### config.mk
export PLATFORM = sky130hd
export DESIGN_NAME = hsd_ctrl
export DESIGN_NICKNAME = d
export VERILOG_FILES = /design/src/design/hsd_pkg.sv /design/src/design/hsd_ctrl.sv
export SDC_FILE = /design/constraint.sdc
export NUM_CORES = 1
export LEC_CHECK = 0
export BUFFER_PORTS_ARGS = -buffer_cell sky130_fd_sc_hd__buf_2
export CAP_MARGIN = 0
export CORE_MARGIN = 2
export CORE_UTILIZATION = 41
export DETAILED_ROUTE_END_ITERATION = 8
export PLACE_DENSITY = 0.75
export RECOVER_POWER = 100
export SYNTH_ARGS = -nofsm -noshare
export SYNTH_HDL_FRONTEND = slang
export SYNTH_SLANG_ARGS = --single-unit
### constraint.sdc
create_clock -name aclk -period 1.21 [get_ports aclk]
set_input_delay 0 -clock aclk [delete_from_list [all_inputs] [get_ports aclk]]
set_output_delay 0 -clock aclk [all_outputs]
set_load 0.03 [all_outputs]
### src/design/hsd_pkg.sv
// shared types and constants of the huffman stream decoder
package hsd_pkg;

    // field widths of the stream items
    localparam int SYM_W      = 8;
    localparam int LEN_W      = 6;
    localparam int CODE_W     = 32;
    localparam int BYTE_BITS  = 8;
    localparam int NBITS_W    = 4;
    localparam int ENTRY_W    = LEN_W + CODE_W;

    // input tdata layout, lowest field first
    localparam int S_TDATA_W  = 64;
    localparam int SYM_LSB    = 0;
    localparam int LEN_LSB    = SYM_LSB + SYM_W;
    localparam int CODE_LSB   = LEN_LSB + LEN_W;
    localparam int BYTE_LSB   = CODE_LSB + CODE_W;
    localparam int NBITS_LSB  = BYTE_LSB + BYTE_BITS;

    localparam int M_TDATA_W  = SYM_W;

    // item kinds carried on s_tuser
    localparam logic CMD_LOAD   = 1'b0;
    localparam logic CMD_DECODE = 1'b1;

    // result kinds carried on m_tuser
    localparam logic STATUS_SYMBOL   = 1'b0;
    localparam logic STATUS_OVERFLOW = 1'b1;

    // commands from controller to datapath
    typedef struct packed {
        logic accept;      // input transfer taken this cycle
        logic shift_bit;   // move next data bit into the prefix
        logic scan_start;  // restart the table sweep
        logic scan_run;    // advance the table sweep
        logic take_hit;    // latch matched symbol
        logic take_ovf;    // latch overflow result
        logic load_pend;   // move latched result into pending slot
        logic push_pend;   // move pending result to output register
        logic push_last;   // pushed result closes the item
        logic clear_prefix;
    } hsd_cmd_t;

    // status from datapath to controller
    typedef struct packed {
        logic in_decode;
        logic hit;
        logic scan_done;
        logic prefix_full;
        logic more_bits;
        logic final_byte;
        logic pend_valid;
        logic out_free;
    } hsd_stat_t;

endpackage

### src/design/hsd_ctrl.sv
// controller state machine of the huffman stream decoder
module hsd_ctrl
    import hsd_pkg::*;
(
    input  logic      aclk,
    input  logic      aresetn,
    input  logic      s_tvalid,
    output logic      s_tready,
    input  hsd_stat_t stat,
    output hsd_cmd_t  cmd
);

    typedef enum logic [5:0] {
        ST_IDLE   = 6'b000001,
        ST_NEXT   = 6'b000010,
        ST_SHIFT  = 6'b000100,
        ST_SEARCH = 6'b001000,
        ST_RESULT = 6'b010000,
        ST_FLUSH  = 6'b100000
    } hsd_state_t;

    hsd_state_t state_reg, state_next;
    logic       can_push;

    assign s_tready = (state_reg == ST_IDLE);
    // a pending result may only leave when the output register has room
    assign can_push = !stat.pend_valid || stat.out_free;

    // next state and commands
    always_comb begin
        state_next = state_reg;
        cmd        = '0;
        unique case (state_reg)
            ST_IDLE: begin
                if (s_tvalid) begin
                    cmd.accept = 1'b1;
                    if (stat.in_decode) begin
                        state_next = ST_NEXT;
                    end
                end
            end
            ST_NEXT: begin
                if (stat.more_bits) begin
                    state_next = ST_SHIFT;
                end else begin
                    state_next = ST_FLUSH;
                end
            end
            ST_SHIFT: begin
                cmd.shift_bit  = 1'b1;
                cmd.scan_start = 1'b1;
                state_next     = ST_SEARCH;
            end
            ST_SEARCH: begin
                cmd.scan_run = 1'b1;
                priority if (stat.hit) begin
                    cmd.take_hit = 1'b1;
                    state_next   = ST_RESULT;
                end else if (stat.scan_done && stat.prefix_full) begin
                    cmd.take_ovf = 1'b1;
                    state_next   = ST_RESULT;
                end else if (stat.scan_done) begin
                    state_next = ST_NEXT;
                end
            end
            ST_RESULT: begin
                if (can_push) begin
                    cmd.push_pend    = stat.pend_valid;
                    cmd.load_pend    = 1'b1;
                    cmd.clear_prefix = 1'b1;
                    state_next       = ST_NEXT;
                end
            end
            ST_FLUSH: begin
                if (can_push) begin
                    cmd.push_pend    = stat.pend_valid;
                    cmd.push_last    = 1'b1;
                    cmd.clear_prefix = stat.final_byte;
                    state_next       = ST_IDLE;
                end
            end
            default: begin
                state_next = ST_IDLE;
            end
        endcase
    end

    // state register
    always_ff @(posedge aclk) begin
        if (!aresetn) begin
            state_reg <= ST_IDLE;
        end else begin
            state_reg <= state_next;
        end
    end

`ifndef SYNTHESIS
    // a result is only pushed when the output register can take it
    assert property (@(posedge aclk) disable iff (!aresetn)
        cmd.push_pend |-> stat.out_free)
        else $error("result pushed into a full output register");

    // a pending result is never overwritten without being pushed first
    assert property (@(posedge aclk) disable iff (!aresetn)
        (cmd.load_pend && stat.pend_valid) |-> cmd.push_pend)
        else $error("pending result lost");

    // decoding leaves the idle state only after an accepted decode transfer
    assert property (@(posedge aclk) disable iff (!aresetn)
        (state_reg == ST_IDLE && state_next == ST_NEXT) |-> (cmd.accept && stat.in_decode))
        else $error("decode started without an input transfer");
`endif

endmodule

* Word-level counts from Yosys, hierarchy flattened *
Cells that the tools add are included.

cells by class
  $mul = 0
  bitwise logic cells = 0
  muxes and demuxes = 23
  shift operators = 0
  div/mod/pow operators = 0
  add/subtract/negate cells = 0
  equal/unequal tests = 11
  reductions and logical operators = 4
  $lt $le $gt $ge = 0

operator list
  operator              number
  $mux W6               8
  $pmux W6 S6           1
  $mux W1               8
  $eq A6 B1 Y1 const B  1
  $eq A6 B2 Y1 const B  1
  $eq A6 B3 Y1 const B  1
  $eq A6 B4 Y1 const B  1
  $eq A6 B5 Y1 const B  1
  $eq A6 B6 Y1 const B  1
  $mux W3               2
  $ne A2 B2 Y1 const B  3
  $reduce_and A5 Y1     1
  $mux W2               2
  $ne A4 B4 Y1 const B  1
  $pmux W1 S2           2
  $ne A2 B1 Y1 const B  1
  $logic_and A1 B1 Y1   1
  $logic_not A1 Y1      1
  $logic_or A1 B1 Y1    1

word-level totals
  input port bits = 11
  latch bits = 0
  memories = 0
  memory bits (read-only) = 0
  flip-flop bits (word level) = 6
  memory bits (writable) = 0

* Longest topological paths before layout *
Gate-level depths: netlist of the first run.

  depth after elaboration = 4
  gate-level depth with buffers = 5

* Worst setup path before layout of the first run *
Ideal clock, no wire load.

  path type = register -> output
  from = register state_reg[4]
  to = output cmd[4] (netlist bit)
  path buffers = 1
  arrival time = 1.381 ns
  cell stages (with the launch flop) = 5
  required time = 1.210 ns
  setup slack = -0.171 ns
  path through = dfxtp_1 > buf_6 > nor2_4 > nand4b_4 > nor3_1

RTL lines
  item                    line            text
  start, declared         hsd_ctrl.sv:22  hsd_state_t state_reg, state_next;
  start signal, assigned  hsd_ctrl.sv:93  state_reg <= state_next;
  end, declared           hsd_ctrl.sv:10  output hsd_cmd_t cmd

* Final worst setup path of the first run *
  from = register state_reg[4]
  to = register state_reg[0]

between the ends
  word-level cells in the longest chain between the ends = 3
  elaborated cells between the ends (all ways) = 13

ends and longest elaborated chain
  item                                                   line            text
  $eq A6 B4 Y1 (tied with other cells)                   hsd_ctrl.sv:33  unique case (state_reg)
  $ne A4 B4 Y1 (no source line) (tied with other cells)  -
  $reduce_and A5 Y1 (no source line)                     -

Parallel ways exist; a longest one is shown, timed or not.
A chain may end at the register's enable or synchronous reset.

==> out/qor.txt, run 1 <==
Failing checks -> negative setup slack
Layout Nets -> 118
Post-synth EDFFs -> 0
Clk_lat worst skew -> 240 ps
Drt wl/cell -> 16.7 microns
Syn Nets -> 71
Grt total ovfl -> 0
Max Cap Violations -> 0
Sequential fraction of the synthesis area -> 22.1%
Multi-input gate area -> 462 sq um
Area growth, synth to finish -> 93.5%
Detailed placer's ending HPWL -> 1020 microns
Power per standard cell area -> 999 mW/mm^2
Time the worst path needs with I/O delays and setup -> 1460 ps
Non-Filler Instances -> 120
Die area -> 0.00163 sq mm
RSZ-0062 raised after global routing -> yes
CTS H-Tree Depth -> 1
Crit-path slowest cell -> or3_4
Longest Clk Path Bufs -> 2
Final Max Tran Viols -> 0
Drt drc -> 0
Cell taking the most area after synthesis -> dfxtp_1
First drt pass iteration count -> 4
Slew @ Worst Pin -> 353 ps
Final Skew -> 4.59 ps
CTS sink cnt -> 6
CP delay by family, top -> compound AO/OA/AOI/OAI gates
CP Cell Sequence -> or3_4 -> buf_6 -> o21bai_1 -> a21oi_1 -> o21bai_1
Critical path data arrival time -> 1570 ps
Synth Register Bits -> 6
Ys flop type -> dfxtp_1
Hold depth -> 2
Hold Path Origin -> aresetn
Mapped cell area -> 543 sq um
Headroom to the max-slew limit -> 76.5%
Placed Cells incl. Taps -> 102
Pin count of the biggest net entering global routing -> 8
TritonCTS clock tree -> yes
Synth top cells by count -> nand2_1, dfxtp_1, nor2_1
CP Data Required Time -> 1320 ps
Fill cells -> 72
Syn Area/Cell -> 9.05 sq um
Die width -> 40.4 microns
Share of layout cells above drive strength 1 -> 72.4%
Yosys warns -> 0
Class of the worst hold path -> in -> reg
Post-route ant nets -> 0
First DRT Iteration DRCs -> 9
Core area -> 0.00127 sq mm
Max reg flops -> 6
Worst R2R Path Depth -> 5
Starting density of the core -> 42.8%
Routed vias -> 620
Worst Setup End Kind -> register
P_leak -> 0.462 nW
Async S/R FF share, synth -> 0%
Worst-path clk slew -> 50 ps
Worst r2r src -> state_reg[4]
Num rows -> 13
Worst path most repeated cell -> o21bai_1
Setup ws final -> -252 ps
Unique cell type count in the Yosys netlist -> 34
Max Freq -> 684 MHz
Final Util -> 82.8%
Ports -> 22
Cells after Synth -> 60
Tot GR Track Use -> 26.1%
Min-Delay Endpoint -> state_reg[3]
Area taken by flip-flops and latches -> 143 sq um
CTS Buf Count -> 3
# diodes -> 0
Antenna violations before repair -> 0
Max rail drop VDD -> 0.000664 V
Final setup violation count -> 17
Final wirelength -> 2010 microns
Via density -> 5.17
Status -> complete, but fails checks
IO Port Bufs -> 21
Worst path bufs/invs -> 1
First-pass GRT wire length -> 2610 microns
Reg-to-Reg End -> state_reg[0]
Final period utilization -> 121%
CP max stage delay -> 420 ps
CTS root buf -> clkbuf_4
Number of global-route vias before repair -> 573
R2R setup slack -> -250 ps
Worst Path Max Fanout -> 5
DIE HEIGHT -> 40.4 microns
Synth top area share -> 22.1%
Tot Pwr -> 0.00105 W
Hold Fails Final Rpt -> 0
Leading post-synthesis cells by cell area -> dfxtp_1, o32ai_4, nand2_1
WHS -> 44.4 ps
Most common cell in the netlist -> nand2_1
Worst setup path category -> reg -> reg
Placer Congestion -> 0.771
Critical Path Source Type -> register
## cell families (layout without fill, tap and decap cells)
logic type | count (synthesis) | count (layout) | share of synthesized area [%]
and+or+nand+nor | 34 | 34 | 45.2
AOI/OAI and AO/OA | 12 | 12 | 22.4
DFF | 6 | 6 | 22.1
buffers and inverters | 6 | 51 | 7.14
xor gates and xnor gates | 2 | 2 | 3.23
## layout make-up
cell class / instances / share of cell area (%)
clock buffer: 3 / 2.14
multi-input combinational: 48 / 43.9
timing repair buffer: 46 / 37.6
tap: 15 / 1.79
inverter: 2 / 0.952
sequential: 6 / 13.6
## metrics by stage
stage	cell area, sq um	worst slack, ps	TNS, ps
after floorplan	568	-62.9	-182
after global placement	733	-90.1	-539
after detailed placement	733	-112	-752
after CTS	983	-225	-2720
after global routing	1050	-302	-4090
final	1050	-252	-3300
## how the worst max path moves through the flow
stage / startpoint / to / cells after the start
6_report: state_reg[4] / state_reg[0] / 5
5_1_grt: state_reg[1] / cmd[0] / 5
4_1_cts: state_reg[4] / cmd[8] / 3
3_5_place_dp: state_reg[4] / state_reg[0] / 4
3_3_place_gp: state_reg[1] / state_reg[5] / 4
2_1_floorplan: state_reg[1] / state_reg[2] / 4
## cells in the final DEF (no fill, tap or decap)
master / instances
buf_6: 16
or3_4: 1
nand3b_1: 2
inv_1: 1
nor3b_4: 2
and2b_1: 1
a211oi_2: 1
nand2_1: 6
o32ai_4: 1
nand2_2: 1
a21bo_4: 1
nand2b_1: 1
inv_4: 1
or2b_1: 1
nand3_1: 1
nor3_2: 2
buf_12: 1
nand2_4: 1
nor2_4: 5
o211ai_1: 1
a32o_1: 2
nor2_1: 1
clkbuf_4: 3
and3b_2: 1
xor2_1: 2
nand4b_4: 1
a21oi_2: 1
o21ai_0: 1
o21bai_1: 2
nor4_4: 2
nor2b_1: 2
and2_4: 1
o21a_1: 1
a21oi_1: 1
buf_4: 18
and2_1: 1
buf_2: 10
nor3_1: 1
dlygate4sd3_1: 1
dfxtp_4: 6
## what timing repair did
item,in CTS,in global routing
setup endpoints to repair,17,17
pin swaps,11,12
buffers inserted,8,6
resized for setup,44,6
endpoints found under the hold margin,1,0
hold buffers,1,0
gates cloned,0,0
## power breakdown
part	leakage, nW	internal [W]	switching, W
clock	0.0138	0.000112	0.0000659
combinational	0.395	0.000345	0.000274
sequential	0.0527	0.000216	0.0000369
total	0.462	0.000673	0.000377
## routing by layer
metal  global-route usage, %  part of all wire, %  vias up  routed length [microns]
li1                        -                    -      304                        -
met1                    25.3                   40      301                      798
met2                    49.6                   57       11                     1140
met3                    6.67                  1.7        4                       35
met4                    13.3                  1.7        0                       34
met5                       0                    0        -                        0
(Power assumes the default switching activity.)
==> inputs of run 2 (changes only) <==
Settings changed: SETUP_SLACK_MARGIN set to 0.5.
==> out/qor.txt, run 2 (synthesis results as in run 1) <==
Detailed placer's ending HPWL -> 1080 microns (was 1020 microns)
Fill cells -> 67 (was 72)
CP max stage delay -> 360 ps (was 420 ps)
Ports -> 22 (unchanged)
Area growth, synth to finish -> 97.7% (was 93.5%)
Status -> complete, but fails checks (unchanged)
Final setup violation count -> 17 (unchanged)
First DRT Iteration DRCs -> 9 (unchanged)
Tot GR Track Use -> 24.3% (was 26.1%)
Max Cap Violations -> 0 (unchanged)
Worst-path clk slew -> 40 ps (was 50 ps)
Worst Path Max Fanout -> 4 (was 5)
Top routing layer used -> met4 (unchanged)
Worst setup path category -> reg -> out (was reg -> reg)
Via density -> 5.07 (was 5.17)
CTS root buf -> clkbuf_4 (unchanged)
Antenna violations before repair -> 0 (unchanged)
Class of the worst hold path -> in -> reg (unchanged)
Clk_lat worst skew -> 250 ps (was 240 ps)
Setup ws final -> -286 ps (was -252 ps)
Starting density of the core -> 42.8% (unchanged)
Headroom to the max-slew limit -> 78.1% (was 76.5%)
Hold Fails Final Rpt -> 0 (unchanged)
Failing checks -> negative setup slack (unchanged)
Tot Pwr -> 0.00102 W (was 0.00105 W)
Hold depth -> 2 (unchanged)
WP depth -> 5 (unchanged)
First-pass GRT wire length -> 2550 microns (was 2610 microns)
Max rail drop VDD -> 0.000757 V (was 0.000664 V)
Wl on met1 -> 805 microns (was 798 microns)
Met2 Routed Length -> 1040 microns (was 1140 microns)
Grt total ovfl -> 0 (unchanged)
CP delay by family, top -> simple AND/OR/NAND/NOR gates (was compound AO/OA/AOI/OAI gates)
Die width -> 40.4 microns (unchanged)
Die area -> 0.00163 sq mm (unchanged)
CP Data Required Time -> 1210 ps (was 1320 ps)
Commonest non-fill, non-tap cell in the layout -> buf_4 (unchanged)
Pin count of the biggest net entering global routing -> 7 (was 8)
Drt wl/cell -> 15.6 microns (was 16.7 microns)
Dpl cell area -> 791 sq um (was 733 sq um)
Layout Nets -> 122 (was 118)
Number of global-route vias before repair -> 571 (was 573)
Max Freq -> 669 MHz (was 684 MHz)
Slew @ Worst Pin -> 329 ps (was 353 ps)
WL met3 -> 53 microns (was 35 microns)
Critical path data arrival time -> 1500 ps (was 1570 ps)
Crit-path slowest cell -> dfxtp_4 (was or3_4)
Worst Setup End Kind -> output port (was register)
RSZ-0062 raised after global routing -> yes (unchanged)
Num rows -> 13 (unchanged)
Dpl ws -> -121 ps (was -112 ps)
P_leak -> 0.512 nW (was 0.462 nW)
Worst R2R Path Depth -> 6 (was 5)
Worst path bufs/invs -> 2 (was 1)
Core area -> 0.00127 sq mm (unchanged)
Power per standard cell area -> 952 mW/mm^2 (was 999 mW/mm^2)
# diodes -> 0 (unchanged)
IO Port Bufs -> 21 (unchanged)
CTS H-Tree Depth -> 1 (unchanged)
Placer Congestion -> 0.745 (was 0.771)
Drt drc -> 0 (unchanged)
DIE HEIGHT -> 40.4 microns (unchanged)
Final Max Tran Viols -> 0 (unchanged)
Final Util -> 84.6% (was 82.8%)
Final period utilization -> 124% (was 121%)
CTS sink cnt -> 6 (unchanged)
CP Cell Sequence -> buf_4 -> nor4_4 -> and3b_2 -> and2_4 -> buf_6 (was or3_4 -> buf_6 -> o21bai_1 -> a21oi_1 -> o21bai_1)
Post-route ant nets -> 0 (unchanged)
TritonCTS clock tree -> yes (unchanged)
Share of layout cells above drive strength 1 -> 74.3% (was 72.4%)
Final Skew -> 5.40 ps (was 4.59 ps)
Final wirelength -> 1930 microns (was 2010 microns)
Max reg flops -> 6 (unchanged)
Final instance area -> 0.00107 sq mm (was 0.00105 sq mm)
Routed vias -> 629 (was 620)
First drt pass iteration count -> 2 (was 4)
Critical Path Source Type -> register (unchanged)
Longest Clk Path Bufs -> 2 (unchanged)
Setup Total Neg Slack -> -3190 ps (was -3300 ps)
Time the worst path needs with I/O delays and setup -> 1500 ps (was 1460 ps)
CTS Buf Count -> 3 (unchanged)
Most frequent cells in the layout -> buf_4, buf_6, buf_2 (unchanged)
==> run 2: worst paths after layout <==
check                    start            to  slack [ps]
setup / recovery  state_reg[3]        cmd[9]        -290
hold reg to reg   state_reg[5]  state_reg[5]         630
hold / removal         aresetn  state_reg[3]          30
setup reg to reg  state_reg[3]  state_reg[1]        -210
==> run 2: per-layer routing <==
layer  vias to the layer above  global-route usage [%]
met5                         -                       0
met4                         0                    5.00
met3                         4                    6.67
met2                        10                    44.0
met1                       306                    27.9
li1                        309                       -
==> run 2: repair_timing <==
item,CTS,global route
hold buffers,0,1
pin swaps,15,5
setup buffers,9,6
cloned,0,0
resized for setup,37,7
hold endpoints to repair,0,1
endpoints found under the setup margin,17,17
==> run 2: report_power, final <==
group | switching (W) | internal (W) | total (W) | leakage (nW)
Clock | 0.0000734 | 0.000112 | 0.000186 | 0.0138
Sequential | 0.0000395 | 0.000218 | 0.000258 | 0.0524
Combinational | 0.000264 | 0.000314 | 0.000578 | 0.446
==> run 2: through the flow <==
| step | cells | hold WS [ps] |
|---|---|---|
| after CTS | 117 | 1.03 |
| after detailed placement | 105 | 269 |
| after global routing | 124 | 30.5 |
| final | 124 | 25.3 |
| after global placement | 105 | 247 |
| after floorplan | 60 | 68.5 |
==> run 2: layout make-up <==
class / count / area (sq um) / area share (%)
clock buffer: 3 / 22.5 / 2.10
inverter: 2 / 10.0 / 0.932
multi-input combinational: 48 / 465 / 43.4
sequential: 6 / 140 / 13.1
tap: 15 / 18.8 / 1.75
timing repair buffer: 50 / 417 / 38.8
